==> src/rtl/core/assert_macros.svh <==
// Assertion helper macros for the LED slot engine.
`ifndef ASSERT_MACROS_SVH
`define ASSERT_MACROS_SVH
`ifndef SYNTHESIS
`define ASSERT_IMPL(label, clk, rst_n, prop, msg) \
  label: assert property (@(posedge clk) disable iff (!rst_n) (prop)) else $error(msg);
`define ASSERT_NEVER(label, clk, rst_n, prop, msg) \
  label: assert property (@(posedge clk) disable iff (!rst_n) !(prop)) else $error(msg);
`else
`define ASSERT_IMPL(label, clk, rst_n, prop, msg)
`define ASSERT_NEVER(label, clk, rst_n, prop, msg)
`endif
`endif

==> src/rtl/core/lbse_pkg.sv <==
// ----------------------------------------------------------------------------
// lbse_pkg
// Types and constants shared by the LED effect slot engine.
// ----------------------------------------------------------------------------
package lbse_pkg;

  localparam logic [7:0] NoLed        = 8'd255;
  localparam logic [7:0] ForeverCount = 8'd255;
  localparam int unsigned MaxResults  = 8;

  typedef enum logic [2:0] {
    KindTick    = 3'd0,
    KindBlink   = 3'd1,
    KindBreathe = 3'd2,
    KindClear   = 3'd3,
    KindRelease = 3'd4,
    KindOnOne   = 3'd5,
    KindOnAll   = 3'd6
  } kind_e;

  typedef enum logic [2:0] {
    RegEnabled  = 3'd0,
    RegOnLevel  = 3'd1,
    RegDimTop   = 3'd2,
    RegGroupOne = 3'd3,
    RegGroupTwo = 3'd4
  } reg_e;

  typedef enum logic [2:0] {
    StIdle,
    StClear,   // scan for slot owning code
    StFree,    // scan for free slot
    StTick,    // step each slot in turn
    StRelease,
    StDone
  } state_e;

  typedef struct packed {
    logic [2:0] kind;
    logic [7:0] led_code;
    logic [7:0] on_ticks;
    logic [7:0] off_ticks;
    logic [7:0] repeat_count;
    logic [7:0] step_ticks;
    logic       key_hold;
    logic       turn_on;
  } in_item_t;

  typedef struct packed {
    logic [7:0] target;
    logic [7:0] level;
    logic       all_channels;
    logic       table_full;
    logic       last;
  } out_item_t;

endpackage

==> src/rtl/core/lbse_out_fifo.sv <==
// ----------------------------------------------------------------------------
// lbse_out_fifo
// Small result queue; the sequencer pushes writes, the last flag is set on
// the final beat when the item closes.
// ----------------------------------------------------------------------------
module lbse_out_fifo #(
  parameter int unsigned Depth = 8
) (
  input  logic                clk_i,
  input  logic                rst_ni,
  input  logic                push_i,
  input  lbse_pkg::out_item_t push_data_i,
  input  logic                mark_last_i,
  output logic                empty_o,
  output logic                valid_o,
  input  logic                ready_i,
  output lbse_pkg::out_item_t data_o
);
  localparam int unsigned Aw = (Depth > 1) ? $clog2(Depth) : 1;

  lbse_pkg::out_item_t mem_q [Depth];
  logic [Aw-1:0] wr_q, rd_q, last_idx;
  logic [Aw:0]   cnt_q;
  logic          pop;

  assign pop      = valid_o && ready_i;
  assign valid_o  = (cnt_q != '0);
  assign empty_o  = (cnt_q == '0);
  assign data_o   = mem_q[rd_q];
  assign last_idx = (wr_q == '0) ? Aw'(Depth - 1) : wr_q - 1'b1;

  always_ff @(posedge clk_i) begin
    if (push_i) mem_q[wr_q] <= push_data_i;
    if (mark_last_i) mem_q[last_idx].last <= 1'b1;
  end

  always_ff @(posedge clk_i or negedge rst_ni) begin
    if (!rst_ni) begin
      wr_q <= '0; rd_q <= '0; cnt_q <= '0;
    end else begin
      if (push_i) wr_q <= (wr_q == Aw'(Depth - 1)) ? '0 : wr_q + 1'b1;
      if (pop)    rd_q <= (rd_q == Aw'(Depth - 1)) ? '0 : rd_q + 1'b1;
      cnt_q <= cnt_q + (Aw+1)'(push_i) - (Aw+1)'(pop);
    end
  end
endmodule

==> src/rtl/core/led_blink_breathe_slot_engine.sv <==
// A start runs the owner scan, then the free-slot scan, then the close; tick, clear,
// release and on_off one run a single slot scan and then the close.
// Results are presented only once the item has closed.
// Throughput: one item at a time; the next is taken once the result queue
// has drained, so a stalled output holds off the input.
// Reset: async active low; all slots free, registers at their reset values.
// ----------------------------------------------------------------------------
// led_blink_breathe_slot_engine
// Effect slot table with a sequencer that walks the slots one per cycle.
// ----------------------------------------------------------------------------
`include "assert_macros.svh"
module led_blink_breathe_slot_engine #(
  parameter int unsigned SLOTS = 4
) (
  input  logic                clk_i,
  input  logic                rst_ni,
  input  logic                in_valid_i,
  output logic                in_ready_o,
  input  lbse_pkg::in_item_t  in_data_i,
  output logic                out_valid_o,
  input  logic                out_ready_i,
  output lbse_pkg::out_item_t out_data_o,
  input  logic                cfg_valid_i,
  output logic                cfg_ready_o,
  input  logic [2:0]          cfg_index_i,
  input  logic [7:0]          cfg_data_i
);
  localparam int unsigned Sw = (SLOTS > 1) ? $clog2(SLOTS) : 1;

  // config
  logic       enabled_q;
  logic [7:0] on_level_q, dim_top_q, grp1_q, grp2_q;

  // slot table
  logic [7:0] s_led_q [SLOTS];
  logic       s_br_q [SLOTS], s_rise_q [SLOTS], s_hold_q [SLOTS], s_rel_q [SLOTS];
  logic [7:0] s_step_q [SLOTS], s_tmr_q [SLOTS], s_on_q [SLOTS], s_off_q [SLOTS];
  logic [7:0] s_cnt_q [SLOTS];

  lbse_pkg::state_e   st_q, st_d;
  lbse_pkg::in_item_t it_q;
  logic [Sw-1:0]      idx_q, idx_d;
  logic [3:0]         nres_q, nres_d;
  logic               found_q, found_d;

  logic                push, fifo_empty, mark_last;
  logic                fifo_valid, seq_idle;
  lbse_pkg::out_item_t pdata;
  logic [7:0]          wcode, wlvl;
  logic                wreq, wall, wfull;
  logic                idx_end;

  assign cfg_ready_o = 1'b1;
  assign seq_idle    = (st_q == lbse_pkg::StIdle);
  assign in_ready_o  = seq_idle && fifo_empty;
  assign idx_end     = (idx_q == Sw'(SLOTS - 1));
  // beats are held back until the item closes so the last flag is in place
  assign out_valid_o = fifo_valid && seq_idle;

  always_ff @(posedge clk_i or negedge rst_ni) begin
    if (!rst_ni) begin
      enabled_q <= 1'b0; on_level_q <= 8'd5; dim_top_q <= 8'd32;
      grp1_q <= 8'd64; grp2_q <= 8'd65;
    end else if (cfg_valid_i) begin
      case (cfg_index_i)
        lbse_pkg::RegEnabled:  enabled_q  <= cfg_data_i[0];
        lbse_pkg::RegOnLevel:  on_level_q <= cfg_data_i;
        lbse_pkg::RegDimTop:   dim_top_q  <= cfg_data_i;
        lbse_pkg::RegGroupOne: grp1_q     <= cfg_data_i;
        lbse_pkg::RegGroupTwo: grp2_q     <= cfg_data_i;
        default: ;
      endcase
    end
  end

  // current slot view
  logic [7:0] c_led, c_step, c_tmr, c_on, c_off, c_cnt, c_cnt_m1;
  logic       c_br, c_rise, c_hold, c_rel, c_free;
  assign c_led  = s_led_q[idx_q];  assign c_step = s_step_q[idx_q];
  assign c_tmr  = s_tmr_q[idx_q];  assign c_on   = s_on_q[idx_q];
  assign c_off  = s_off_q[idx_q];  assign c_cnt  = s_cnt_q[idx_q];
  assign c_br   = s_br_q[idx_q];   assign c_rise = s_rise_q[idx_q];
  assign c_hold = s_hold_q[idx_q]; assign c_rel  = s_rel_q[idx_q];
  assign c_free = (c_led == lbse_pkg::NoLed);
  assign c_cnt_m1 = c_cnt - 8'd1;

  // slot update from the sequencer (tick step, clear and start)
  logic       u_we, u_free, u_rise, u_rel_set, u_start;
  logic [7:0] u_step, u_tmr, u_cnt;

  always_comb begin
    st_d = st_q; idx_d = idx_q; nres_d = nres_q; found_d = found_q;
    wreq = 1'b0; wcode = c_led; wlvl = 8'd0; wall = 1'b0; wfull = 1'b0;
    mark_last = 1'b0;
    u_we = 1'b0; u_free = 1'b0; u_rise = c_rise; u_step = c_step;
    u_tmr = c_tmr; u_cnt = c_cnt; u_rel_set = 1'b0; u_start = 1'b0;
    case (st_q)
      lbse_pkg::StIdle: begin
        if (in_valid_i && in_ready_o) begin
          idx_d = '0; nres_d = '0; found_d = 1'b0;
          st_d = lbse_pkg::StDone;
          if (enabled_q) begin
            case (in_data_i.kind)
              lbse_pkg::KindTick:    st_d = lbse_pkg::StTick;
              lbse_pkg::KindBlink:
                if (in_data_i.led_code != lbse_pkg::NoLed &&
                    in_data_i.on_ticks != 8'd0 && in_data_i.off_ticks != 8'd0)
                  st_d = lbse_pkg::StClear;
              lbse_pkg::KindBreathe:
                if (in_data_i.led_code != lbse_pkg::NoLed &&
                    in_data_i.step_ticks >= dim_top_q)
                  st_d = lbse_pkg::StClear;
              lbse_pkg::KindClear, lbse_pkg::KindOnOne:
                if (in_data_i.led_code != lbse_pkg::NoLed) st_d = lbse_pkg::StClear;
              lbse_pkg::KindRelease: st_d = lbse_pkg::StRelease;
              lbse_pkg::KindOnAll:   st_d = lbse_pkg::StDone;
              default: ;
            endcase
          end
        end
      end
      lbse_pkg::StClear: begin
        if (c_led == it_q.led_code) begin
          wreq = 1'b1; wlvl = 8'd0; u_we = 1'b1; u_free = 1'b1;
          found_d = 1'b1;
        end
        if (c_led == it_q.led_code || idx_end) begin
          idx_d = '0;
          if (it_q.kind == lbse_pkg::KindBlink || it_q.kind == lbse_pkg::KindBreathe)
            st_d = lbse_pkg::StFree;
          else if (it_q.kind == lbse_pkg::KindOnOne && c_led != it_q.led_code) begin
            wreq = 1'b1; wcode = it_q.led_code;
            wlvl = it_q.turn_on ? on_level_q : 8'd0;
            st_d = lbse_pkg::StDone;
          end else st_d = lbse_pkg::StDone;
        end else idx_d = idx_q + 1'b1;
      end
      lbse_pkg::StFree: begin
        // a slot freed in StClear reads free here by the next cycle
        if (c_free) begin
          u_start = 1'b1;
          if (it_q.kind == lbse_pkg::KindBlink) begin
            wreq = 1'b1; wcode = it_q.led_code; wlvl = on_level_q;
          end
          st_d = lbse_pkg::StDone;
        end else if (idx_end) begin
          wreq = 1'b1; wcode = it_q.led_code; wfull = 1'b1;
          st_d = lbse_pkg::StDone;
        end else idx_d = idx_q + 1'b1;
      end
      lbse_pkg::StRelease: begin
        if (c_br && c_led == it_q.led_code) u_rel_set = 1'b1;
        if (idx_end) st_d = lbse_pkg::StDone; else idx_d = idx_q + 1'b1;
      end
      lbse_pkg::StTick: begin
        if (!c_free) begin
          u_we = 1'b1;
          if (!c_br) begin
            if (c_tmr != 8'd0) u_tmr = c_tmr - 8'd1;
            else begin
              u_rise = !c_rise;
              u_tmr  = !c_rise ? c_on : c_off;
              u_step = !c_rise ? on_level_q : 8'd0;
              wreq = 1'b1; wlvl = u_step;
              if (c_cnt != lbse_pkg::ForeverCount && c_rise) begin
                u_cnt = c_cnt_m1;
                if (c_cnt_m1 == 8'd0) begin u_free = 1'b1; wlvl = 8'd0; end
              end
            end
          end else begin
            if (c_tmr < c_on) u_tmr = c_tmr + 8'd1;
            else begin
              u_tmr = 8'd0;
              wreq = 1'b1;
              if (c_rise) begin
                if (c_step < dim_top_q) u_step = c_step + 8'd1;
                else if (c_hold && !c_rel) wreq = 1'b0;
                else u_rise = 1'b0;
              end else if (c_step != 8'd0) u_step = c_step - 8'd1;
              else begin
                if (c_cnt != lbse_pkg::ForeverCount) u_cnt = c_cnt_m1;
                if ((c_cnt != lbse_pkg::ForeverCount && c_cnt_m1 == 8'd0) || c_hold)
                  u_free = 1'b1;
                else u_rise = 1'b1;
              end
              wlvl = u_free ? 8'd0 : u_step;
            end
          end
        end
        if (idx_end) st_d = lbse_pkg::StDone; else idx_d = idx_q + 1'b1;
      end
      lbse_pkg::StDone: begin
        if (it_q.kind == lbse_pkg::KindOnAll && enabled_q && nres_q == '0) begin
          wreq = 1'b1; wcode = 8'd0; wall = 1'b1;
          wlvl = it_q.turn_on ? on_level_q : 8'd0;
          nres_d = 4'd1;
        end else begin
          mark_last = (nres_q != '0);
          st_d = lbse_pkg::StIdle;
        end
      end
      default: st_d = lbse_pkg::StIdle;
    endcase
  end

  // code filter: only single LEDs, the two groups, all-channel and table-full results are written
  logic code_ok;
  assign code_ok = wall || wfull ||
                   (wcode != lbse_pkg::NoLed &&
                    (wcode <= grp1_q || wcode == grp2_q));
  assign push  = wreq && code_ok && (nres_q < 4'(lbse_pkg::MaxResults));
  assign pdata = '{target: wcode, level: wfull ? 8'd0 : wlvl,
                   all_channels: wall, table_full: wfull, last: 1'b0};

  always_ff @(posedge clk_i or negedge rst_ni) begin
    if (!rst_ni) begin
      st_q <= lbse_pkg::StIdle; idx_q <= '0; nres_q <= '0; found_q <= 1'b0;
    end else begin
      st_q <= st_d; idx_q <= idx_d; found_q <= found_d;
      nres_q <= (st_q == lbse_pkg::StIdle) ? nres_d : nres_d + 4'(push);
    end
  end

  always_ff @(posedge clk_i) begin
    if (in_valid_i && in_ready_o) it_q <= in_data_i;
  end

  always_ff @(posedge clk_i or negedge rst_ni) begin
    if (!rst_ni) begin
      for (int i = 0; i < SLOTS; i++) begin
        s_led_q[i] <= lbse_pkg::NoLed; s_br_q[i] <= 1'b0; s_rise_q[i] <= 1'b0;
        s_step_q[i] <= 8'd0; s_tmr_q[i] <= 8'd0; s_hold_q[i] <= 1'b0;
        s_rel_q[i] <= 1'b0;
      end
    end else begin
      if (st_q == lbse_pkg::StDone && it_q.kind == lbse_pkg::KindOnAll &&
          enabled_q && nres_q == '0) begin
        for (int i = 0; i < SLOTS; i++) s_led_q[i] <= lbse_pkg::NoLed;
      end
      if (u_rel_set) s_rel_q[idx_q] <= 1'b1;
      if (u_we) begin
        s_rise_q[idx_q] <= u_rise; s_step_q[idx_q] <= u_step;
        s_tmr_q[idx_q] <= u_tmr;
        if (u_free) s_led_q[idx_q] <= lbse_pkg::NoLed;
      end
      if (u_start) begin
        s_led_q[idx_q]  <= it_q.led_code;
        s_br_q[idx_q]   <= (it_q.kind == lbse_pkg::KindBreathe);
        s_rise_q[idx_q] <= 1'b1;
        s_rel_q[idx_q]  <= 1'b0;
        if (it_q.kind == lbse_pkg::KindBlink) begin
          s_step_q[idx_q] <= on_level_q; s_tmr_q[idx_q] <= it_q.on_ticks;
          s_hold_q[idx_q] <= 1'b0;
        end else begin
          s_step_q[idx_q] <= 8'd0; s_tmr_q[idx_q] <= 8'd0;
          s_hold_q[idx_q] <= it_q.key_hold;
        end
      end
    end
  end

  always_ff @(posedge clk_i) begin
    if (u_we) s_cnt_q[idx_q] <= u_cnt;
    if (u_start) begin
      s_cnt_q[idx_q] <= it_q.repeat_count;
      s_on_q[idx_q]  <= (it_q.kind == lbse_pkg::KindBlink) ? it_q.on_ticks
                                                           : it_q.step_ticks;
      s_off_q[idx_q] <= it_q.off_ticks;
    end
  end

  lbse_out_fifo #(.Depth(lbse_pkg::MaxResults)) u_fifo (
    .clk_i, .rst_ni,
    .push_i(push), .push_data_i(pdata), .mark_last_i(mark_last),
    .empty_o(fifo_empty), .valid_o(fifo_valid), .ready_i(out_ready_i && seq_idle),
    .data_o(out_data_o)
  );

  `ASSERT_NEVER(a_no_accept_busy, clk_i, rst_ni,
    in_valid_i && in_ready_o && !fifo_empty, "input taken with results pending")
  `ASSERT_IMPL(a_results_bounded, clk_i, rst_ni,
    nres_q <= 4'(lbse_pkg::MaxResults), "too many results")
  `ASSERT_NEVER(a_full_level, clk_i, rst_ni,
    push && pdata.table_full && pdata.level != 8'd0, "full result with level")
  `ASSERT_IMPL(a_idle_after_done, clk_i, rst_ni,
    (st_q == lbse_pkg::StDone && st_d == lbse_pkg::StIdle) |=> st_q == lbse_pkg::StIdle,
    "sequencer did not return to idle")
endmodule
==> config.mk <==
export PLATFORM = sky130hd
export DESIGN_NAME = led_blink_breathe_slot_engine
export DESIGN_NICKNAME = d
export VERILOG_FILES = /design/src/rtl/core/lbse_pkg.sv /design/src/rtl/core/lbse_out_fifo.sv /design/src/rtl/core/led_blink_breathe_slot_engine.sv
export VERILOG_INCLUDE_DIRS = /design/src /design/src/rtl/core
export SDC_FILE = /design/constraint.sdc
export NUM_CORES = 1
export LEC_CHECK = 0
export BUFFER_PORTS_ARGS = -buffer_cell sky130_fd_sc_hd__buf_2
export CAP_MARGIN = 20
export CELL_PAD_IN_SITES_DETAIL_PLACEMENT = 1
export CELL_PAD_IN_SITES_GLOBAL_PLACEMENT = 1
export CORE_ASPECT_RATIO = 0.8
export CORE_UTILIZATION = 25
export CTS_BUF_LIST = sky130_fd_sc_hd__clkbuf_16
export DETAILED_ROUTE_END_ITERATION = 7
export GPL_TIMING_DRIVEN = 0
export HOLD_SLACK_MARGIN = 0.05
export MAX_ROUTING_LAYER = met4
export PLACE_DENSITY = 0.5
export SYNTH_ARGS = -nofsm -noshare
export SYNTH_HDL_FRONTEND = slang
export SYNTH_SLANG_ARGS = --single-unit
==> constraint.sdc <==
create_clock -name clk_i -period 6.3 [get_ports clk_i]
set_input_delay 0.315 -clock clk_i [delete_from_list [all_inputs] [get_ports clk_i]]
set_output_delay 0.315 -clock clk_i [all_outputs]
set_load 0.02 [all_outputs]
## Word level (Yosys, flattened, before mapping)

Memories as Yosys holds them, arrays and structs flattened.
Index checks and enable logic that the tools add are counted.

| word-level totals | value |
|---|---|
| flip-flop bits (word level) | 209 |
| bits in writable memories | 248 |
| output and inout port bits | 22 |
| word-level logic and storage cells | 351 |
| memories kept | 4 |

| cells by class | value |
|---|---|
| add/sub/neg operators | 12 |
| $lt $le $gt $ge | 7 |
| equality and inequality tests | 32 |
| multiplexer cells | 184 |
| bitwise operators | 11 |
| reduce and logical (&&, ||, !) cells | 54 |

Memory list:

| memory | depth | bits a word | read ports | clocked after memory_dff | write ports | RTL line | text |
|---|---|---|---|---|---|---|---|
| u_fifo.mem_q | 8 | 19 | 1 | 0 | 1 | lbse_out_fifo.sv:21 | `lbse_pkg::out_item_t mem_q [Depth];` |
| s_cnt_q | 4 | 8 | 1 | 0 | 1 | led_blink_breathe_slot_engine.sv:38 | `logic [7:0] s_cnt_q [SLOTS];` |
| s_off_q | 4 | 8 | 1 | 0 | 1 | led_blink_breathe_slot_engine.sv:37 | `logic [7:0] s_step_q [SLOTS], s_tmr_q [SLOTS], s_on_q [SLOTS], s_off_q [SLOTS];` |
| s_on_q | 4 | 8 | 1 | 0 | 1 | led_blink_breathe_slot_engine.sv:37 |  |

Operators by type and width:

| operator | count |
|---|---|
| $mux W8 | 55 |
| $mux W32 | 10 |
| $bwmux W32 | 5 |
| $mux W1 | 65 |
| $and A32 B32 Y32 | 2 |
| $bmux W8 S2 | 3 |
| $mux W3 | 14 |
| $mux W4 | 8 |
| $not A32 Y32 | 1 |
| $or A32 B32 Y32 | 1 |
| $pmux W8 S4 | 1 |
| $reduce_bool A8 Y1 | 4 |
| $pmux W3 S5 | 2 |
| $eq A3 B3 Y1 const B | 9 |
| $ne A8 B8 Y1 const B | 3 |
| $pmux W8 S3 | 1 |
| $sub A8 B1 Y8 const B | 3 |
| $logic_and A1 B1 Y1 | 22 |
| $eq A3 B2 Y1 const B | 7 |
| $mux W19 | 1 |
| $reduce_or A19 Y1 | 1 |
| $add A8 B1 Y8 const B | 2 |
| $demux W8 S2 | 1 |
| $eq A8 B8 Y1 | 2 |
| 39 further kinds | 77 |

## Logic depth before layout (Yosys ltp)

| logic depth | value |
|---|---|
| word-level depth | 20 |
| mapped depth | 26 |

## By module

A second synthesis with hierarchy kept.

| unflattened totals | value |
|---|---|
| cell total of the unflattened synthesis | 1634 |
| area total of the unflattened synthesis | 21946.0 um^2 |

Modules (own cells, without submodules):

| module | times used | cells an instance | area an instance (um^2) | sequential area each (um^2) |
|---|---|---|---|---|
| led_blink_breathe_slot_engine | 1 | 1318 | 15285.9 | 8135.3 |
| lbse_out_fifo | 1 | 316 | 6660.1 | 4734.5 |

## Least setup slack after synthesis

Ideal clock, no wire load.

| timing path | value |
|---|---|
| path type | register to register |
| from | register idx_q[0] |
| to | memory u_fifo.mem_q[2][10] (netlist bit), enable pin |
| arrival | 5.608 ns |
| required time | 5.861 ns |
| slack | 0.253 ns |
| cell stages (with the launch flop) | 21 |
| path buffers | 2 |
| clock period less this slack | 6.047 ns |
| cells stage by stage | dfrtp_1 > buf_6 > mux4_2 > xnor2_1 > nand4_2 > o211ai_1 > nand3b_1 > o21a_1 > a21oi_1 > inv_1 > ha_1 > nor2b_1 > o21a_1 > o21ai_0 > nand2b_1 > a21oi_1 > o21ai_0 > nand3_1 > o211ai_1 > buf_2 > nor4_1 |

| between the ends | value |
|---|---|
| longest elaborated chain between the ends | 19 |

RTL lines:

| element | RTL line | text |
|---|---|---|
| from (decl) | led_blink_breathe_slot_engine.sv:42 | `logic [Sw-1:0] idx_q, idx_d;` |
| from (signal assigned) | led_blink_breathe_slot_engine.sv:219 | `st_q <= st_d; idx_q <= idx_d; found_q <= found_d;` |
| $not A2 Y3 (not written as such) | n/a |  |
| $bmux W8 S2 | led_blink_breathe_slot_engine.sv:79 | `assign c_led = s_led_q[idx_q]; assign c_step = s_step_q[idx_q];` |
| $mux W8 (not written as such) (2 in a row) | led_blink_breathe_slot_engine.sv:79 |  |
| $ne A8 B8 Y1 | led_blink_breathe_slot_engine.sv:131 | `else if (it_q.kind == lbse_pkg::KindOnOne && c_led != it_q.led_code) begin` |
| $logic_and A1 B1 Y1 | led_blink_breathe_slot_engine.sv:131 |  |
| $mux W8 | led_blink_breathe_slot_engine.sv:131 |  |
| $mux W8 | led_blink_breathe_slot_engine.sv:129 | `if (it_q.kind == lbse_pkg::KindBlink \|\| it_q.kind == lbse_pkg::KindBreathe)` |
| $mux W8 | led_blink_breathe_slot_engine.sv:127 | `if (c_led == it_q.led_code \|\| idx_end) begin` |
| $pmux W8 S3 | led_blink_breathe_slot_engine.sv:97 | `case (st_q)` |
| $le A8 B8 Y1 or $eq A8 B8 Y1 (tied branches) | led_blink_breathe_slot_engine.sv:210 | `(wcode <= grp1_q \|\| wcode == grp2_q));` |
| $logic_or A1 B1 Y1 | led_blink_breathe_slot_engine.sv:210 |  |
| $logic_and A1 B1 Y1 | led_blink_breathe_slot_engine.sv:209 | `(wcode != lbse_pkg::NoLed &&` |
| $logic_or A1 B1 Y1 | led_blink_breathe_slot_engine.sv:208 | `assign code_ok = wall \|\| wfull \|\|` |
| $logic_and A1 B1 Y1 (*) (2 in a row) | led_blink_breathe_slot_engine.sv:211 | `assign push = wreq && code_ok && (nres_q < 4'(lbse_pkg::MaxResults));` |
| $mux W1 (*) | lbse_out_fifo.sv:33 | `if (push_i) mem_q[wr_q] <= push_data_i;` |
| $mux W1 (not written as such) (*) | lbse_out_fifo.sv:33 |  |
| $mux W2 (no line) (*) | n/a |  |
| to (decl) | lbse_out_fifo.sv:21 |  |

Every way passes the cells marked *; elsewhere a longest branch is shown, timed or not. The select of a mux whose other input is x is not followed.

## Worst setup path after layout

| timing path | value |
|---|---|
| from | register idx_q[1] |
| to | register nres_q[1] |

| between the ends | value |
|---|---|
| longest elaborated chain between the ends | 18 |

RTL lines:

| element | RTL line | text |
|---|---|---|
| $not A2 Y3 (not written as such) | n/a |  |
| $bmux W8 S2 | led_blink_breathe_slot_engine.sv:79 |  |
| $mux W8 (not written as such) (2 in a row) | led_blink_breathe_slot_engine.sv:79 |  |
| $ne A8 B8 Y1 | led_blink_breathe_slot_engine.sv:131 |  |
| $logic_and A1 B1 Y1 | led_blink_breathe_slot_engine.sv:131 |  |
| $mux W8 | led_blink_breathe_slot_engine.sv:131 |  |
| $mux W8 | led_blink_breathe_slot_engine.sv:129 |  |
| $mux W8 | led_blink_breathe_slot_engine.sv:127 |  |
| $pmux W8 S3 | led_blink_breathe_slot_engine.sv:97 |  |
| $le A8 B8 Y1 or $eq A8 B8 Y1 (tied branches) | led_blink_breathe_slot_engine.sv:210 |  |
| $logic_or A1 B1 Y1 | led_blink_breathe_slot_engine.sv:210 |  |
| $logic_and A1 B1 Y1 | led_blink_breathe_slot_engine.sv:209 |  |
| $logic_or A1 B1 Y1 | led_blink_breathe_slot_engine.sv:208 |  |
| $logic_and A1 B1 Y1 (*) (2 in a row) | led_blink_breathe_slot_engine.sv:211 |  |
| $add A4 B1 Y4 (*) | led_blink_breathe_slot_engine.sv:220 | `nres_q <= (st_q == lbse_pkg::StIdle) ? nres_d : nres_d + 4'(push);` |
| $mux W4 (*) | led_blink_breathe_slot_engine.sv:220 |  |
| to (signal assigned) | led_blink_breathe_slot_engine.sv:220 |  |
| to (decl) | led_blink_breathe_slot_engine.sv:43 | `logic [3:0] nres_q, nres_d;` |

Marks and branches as above.
A chain may end at the register's enable or synchronous reset.

==> flow_metrics.py <==
metrics = {
    "layout": {
        "mostFrequentLayoutCell": "edfxtp_1",
        "drive_above_1_share_pct": 21.5,
        "final_cell_area_um2": 26300,
        "syn_to_final_growth_pct": 20.4,
        "final_net_count": 1974,
        "n_antenna_cell": 0,
        "mostFrequentLayoutCells": "293 x edfxtp_1, 146 x nand2_1, 125 x dfrtp_1",
        "utilization_pct": 30.5,
    },
    "floorplan": {
        "die_h_um": 267,
        "die_area_um2": 88700,
        "initial_core_util_pct": 25.4,
        "fp-row-count": 96,
        "core_area_um2": 86200,
        "pin_count": 83,
        "die_x_um": 333,
    },
    "worst_hold_path": {
        "hold_path_class": "in2reg",
        "holdPathEnd": "u_fifo.rd_q[2]",
        "min_from": "out_ready_i",
        "whs_path_depth": 4,
    },
    "setup_path": {
        "startpoint_type": "flop",
        "arrival_ps": 6480,
        "critPathMaxStageDelay_ps": 470,
        "crit_required_ps": 6810,
        "crit_path_start": "idx_q[1]",
        "reg2reg_slack_ps": 320,
        "r2r_cells": 20,
        "critical_path_class": "reg2reg",
        "critPathMaxFanout": 10,
        "end_kind": "flop",
        "regToRegStartpoint": "idx_q[1]",
        "crit_chain": "buf_4 > buf_2 > clkbuf_4 > buf_2 > buf_2 > mux4_2 > inv_1 > ha_1 > a21o_1 > a21o_1 > a211oi_1 > nor2_2 > a31oi_2 > o211ai_1 > o211ai_1 > clkbuf_4 > inv_1 > ha_1 > ha_1 > mux2_2",
        "crit_path_top_delay_cell": "dfrtp_1",
        "r2r-end": "nres_q[1]",
    },
    "detailed_routing": {
        "first_iter_violations": 1133,
        "ant_nets": 0,
        "routed_wl_um": 71800,
        "routedWlPerCell_um": 23.7,
        "dr.pass1.iters": 5,
        "via_per_inst": 5.03,
        "vias": 15200,
        "drc": 0,
    },
    "synth": {
        "postSynthCellCount": 1639,
        "yosysWarnings": 0,
        "synth_edf_count": 293,
        "ys_dominant_reg_cell": "edfxtp_1",
        "async_reset_ff_share_pct": 35.9,
        "ys_seq_area_share_pct": 59.2,
        "synth_seq_cells": 457,
        "syn_nets": 1756,
        "ys_types": 88,
        "netlist_area_um2": 21900,
        "syn_area_per_cell_um2": 13.3,
    },
    "pwr": {
        "static-leakage-power_nw": 9.72,
        "p_seq_share_pct": 35.2,
        "pwr-share-comb_pct": 38.1,
        "irDropWorstVdd_mv": 0.291,
        "swShare_pct": 37.2,
        "intPower_mw": 6.92,
        "clkPwrFrac_pct": 26.7,
        "net-switching-power_mw": 4.10,
        "powerDensity_nw_per_um2": 418,
    },
    "clocking": {
        "clock_path_buffers": 3,
        "htreeDepth": 2,
        "cts_root_buf": "clkbuf_16",
        "cts_buffers": 53,
        "cts_tree": "yes",
        "clkLatencyLatePin_ps": 630,
        "clock_sinks": 457,
        "clk_pin_slew_worst_paths_ps": 60,
    },
    "global_route": {
        "antenna_found_initial": 1,
        "grt_pass1_vias": 16200,
        "grt_use_total_pct": 16.7,
        "grt_remaining_overflow": 0,
        "grt_max_degree": 111,
        "grt_pass1_wl_um": 108000,
    },
    "sta": {
        "slew_viol_final": 0,
        "setup_viol": 0,
        "finClkSkew_ps": 62.4,
        "min_period_ps": 5980,
        "post-route-period-util_pct": 94.9,
        "fmax_ghz": 0.167,
        "final_hold_viol_count": 0,
        "rsz0062_at_grt": "false",
        "slew_headroom_pct": 32.7,
        "tightestPinTransition_ps": 1000,
    },
    "place": {
        "placed_area_um2": 23900,
        "placement.io_buffers": 81,
        "place_congestion": 0.860,
        "dp_hpwl_um": 52600,
    },
    "outcome": {
        "status": "finished clean",
    },
    "job": {
        "cap_violations": 0,
    },
}
## Yosys cell counts, types with 5 or more instances
| master | instances | area share (%) |
|---|---|---|
| a2111oi_0 | 5 | 0.20 |
| a211oi_1 | 8 | 0.27 |
| a21boi_0 | 6 | 0.21 |
| a21o_1 | 24 | 0.82 |
| a21oi_1 | 56 | 1.3 |
| a221oi_1 | 6 | 0.24 |
| a22o_1 | 54 | 2.2 |
| a22oi_1 | 11 | 0.38 |
| a31oi_1 | 11 | 0.31 |
| a32oi_1 | 5 | 0.20 |
| and2_1 | 10 | 0.29 |
| and3_1 | 14 | 0.40 |
| buf_1 | 9 | 0.15 |
| buf_2 | 15 | 0.34 |
| clkbuf_1 | 64 | 1.1 |
| dfrtp_1 | 126 | 14 |
| dfstp_2 | 38 | 4.6 |
| edfxtp_1 | 293 | 40 |
| ha_1 | 55 | 3.1 |
| inv_1 | 76 | 1.3 |
| mux2_2 | 44 | 2.3 |
| mux2i_1 | 11 | 0.50 |
| mux4_2 | 87 | 9.0 |
| nand2_1 | 146 | 2.5 |
| nand2b_1 | 8 | 0.23 |
| nand3_1 | 25 | 0.57 |
| nand4_1 | 6 | 0.17 |
| nor2_1 | 76 | 1.3 |
| nor2b_1 | 8 | 0.23 |
| nor3_1 | 22 | 0.50 |
| nor3b_1 | 5 | 0.17 |
| nor4_1 | 16 | 0.46 |
| o211ai_1 | 13 | 0.45 |
| o21a_1 | 8 | 0.27 |
| o21ai_0 | 91 | 2.1 |
| o21ai_1 | 8 | 0.18 |
| o22a_1 | 34 | 1.4 |
| o22ai_1 | 13 | 0.37 |
| o31ai_1 | 10 | 0.34 |
| or3_1 | 5 | 0.14 |
| xnor2_1 | 21 | 0.84 |
| xor2_1 | 8 | 0.32 |
## critical path, delay by kind of cell (launching register included)
family | cells | cell delay, ps
adders and majority gates | 3 | 770
buffers and inverters | 8 | 2370
and+or+nand+nor | 1 | 170
AOI/OAI and AO/OA | 6 | 1450
DFF | 1 | 470
muxes | 2 | 600
## layer usage
metal	share of wire [%]	vias to the layer above	global-route usage, %
met3	3.5	81	1.79
met5	0	-	-
met4	1.5	0	3.45
met1	48	8096	23.4
met2	47	303	26.1
li1	-	6756	-
## how the worst max path moves through the flow
stage	to	slack [ps]	cells past startpoint
global route	u_fifo.mem_q[2][5]	40	19
finish	nres_q[1]	320	20
floorplan	u_fifo.mem_q[2][10]	250	20
global placement	u_fifo.mem_q[0][5]	-3900	17
CTS	u_fifo.mem_q[7][5]	3	18
detailed placement	u_fifo.mem_q[6][5]	-880	19
## final cells by class
cell class	count	area, um^2
Fill cell	9327	59900
Inverter	78	293
Buffer	91	402
Timing Repair Buffer	165	1260
Clock inverter	47	345
Sequential cell	457	13000
Tap cell	1127	1410
Multi-Input combinational cell	1011	8340
Clock buffer	53	1330
## power by group through the flow
stage	registers, mW	logic (mW)	clock network [mW]
after floorplan	3.85	2.83	0
after global placement	3.92	4.04	0
after detailed placement	3.94	4.12	0
after CTS	3.88	4.19	3.03
after global routing	3.92	4.58	3.14
final	3.88	4.19	2.94
## metrics by stage
stage	cells	setup TNS, ps	power, mW	setup WS [ps]	hold WS, ps
global route	3029	0	11.6	37.1	85.4
CTS	3023	0	11.1	3.22	58.7
floorplan	1639	0	6.68	253	19.4
global placement	2847	-420580	7.96	-3900	457
finish	3029	0	11.0	322	85.0
detailed placement	2866	-118040	8.06	-879	280
## logic make-up after synthesis
kind of cell	Yosys count	share of synthesized area [%]
XOR/XNOR	29	1.16
buffers and inverters	171	3.12
multiplexers	143	11.8
AO/OA/AOI/OAI	402	12.8
flip-flops	457	59.2
adder cells (fa/ha/maj)	56	3.24
AND/OR/NAND/NOR	380	8.61
other	1	0.0171
## what timing repair did
item	4_1_cts	5_1_grt
gates resized for setup	19	7
hold buffers	55	0
hold endpoints to repair	133	0
buffers inserted	2	6
setup endpoints to repair	220	102
pin swaps	2	5
Note: power is estimated with default switching activity, not from simulation.
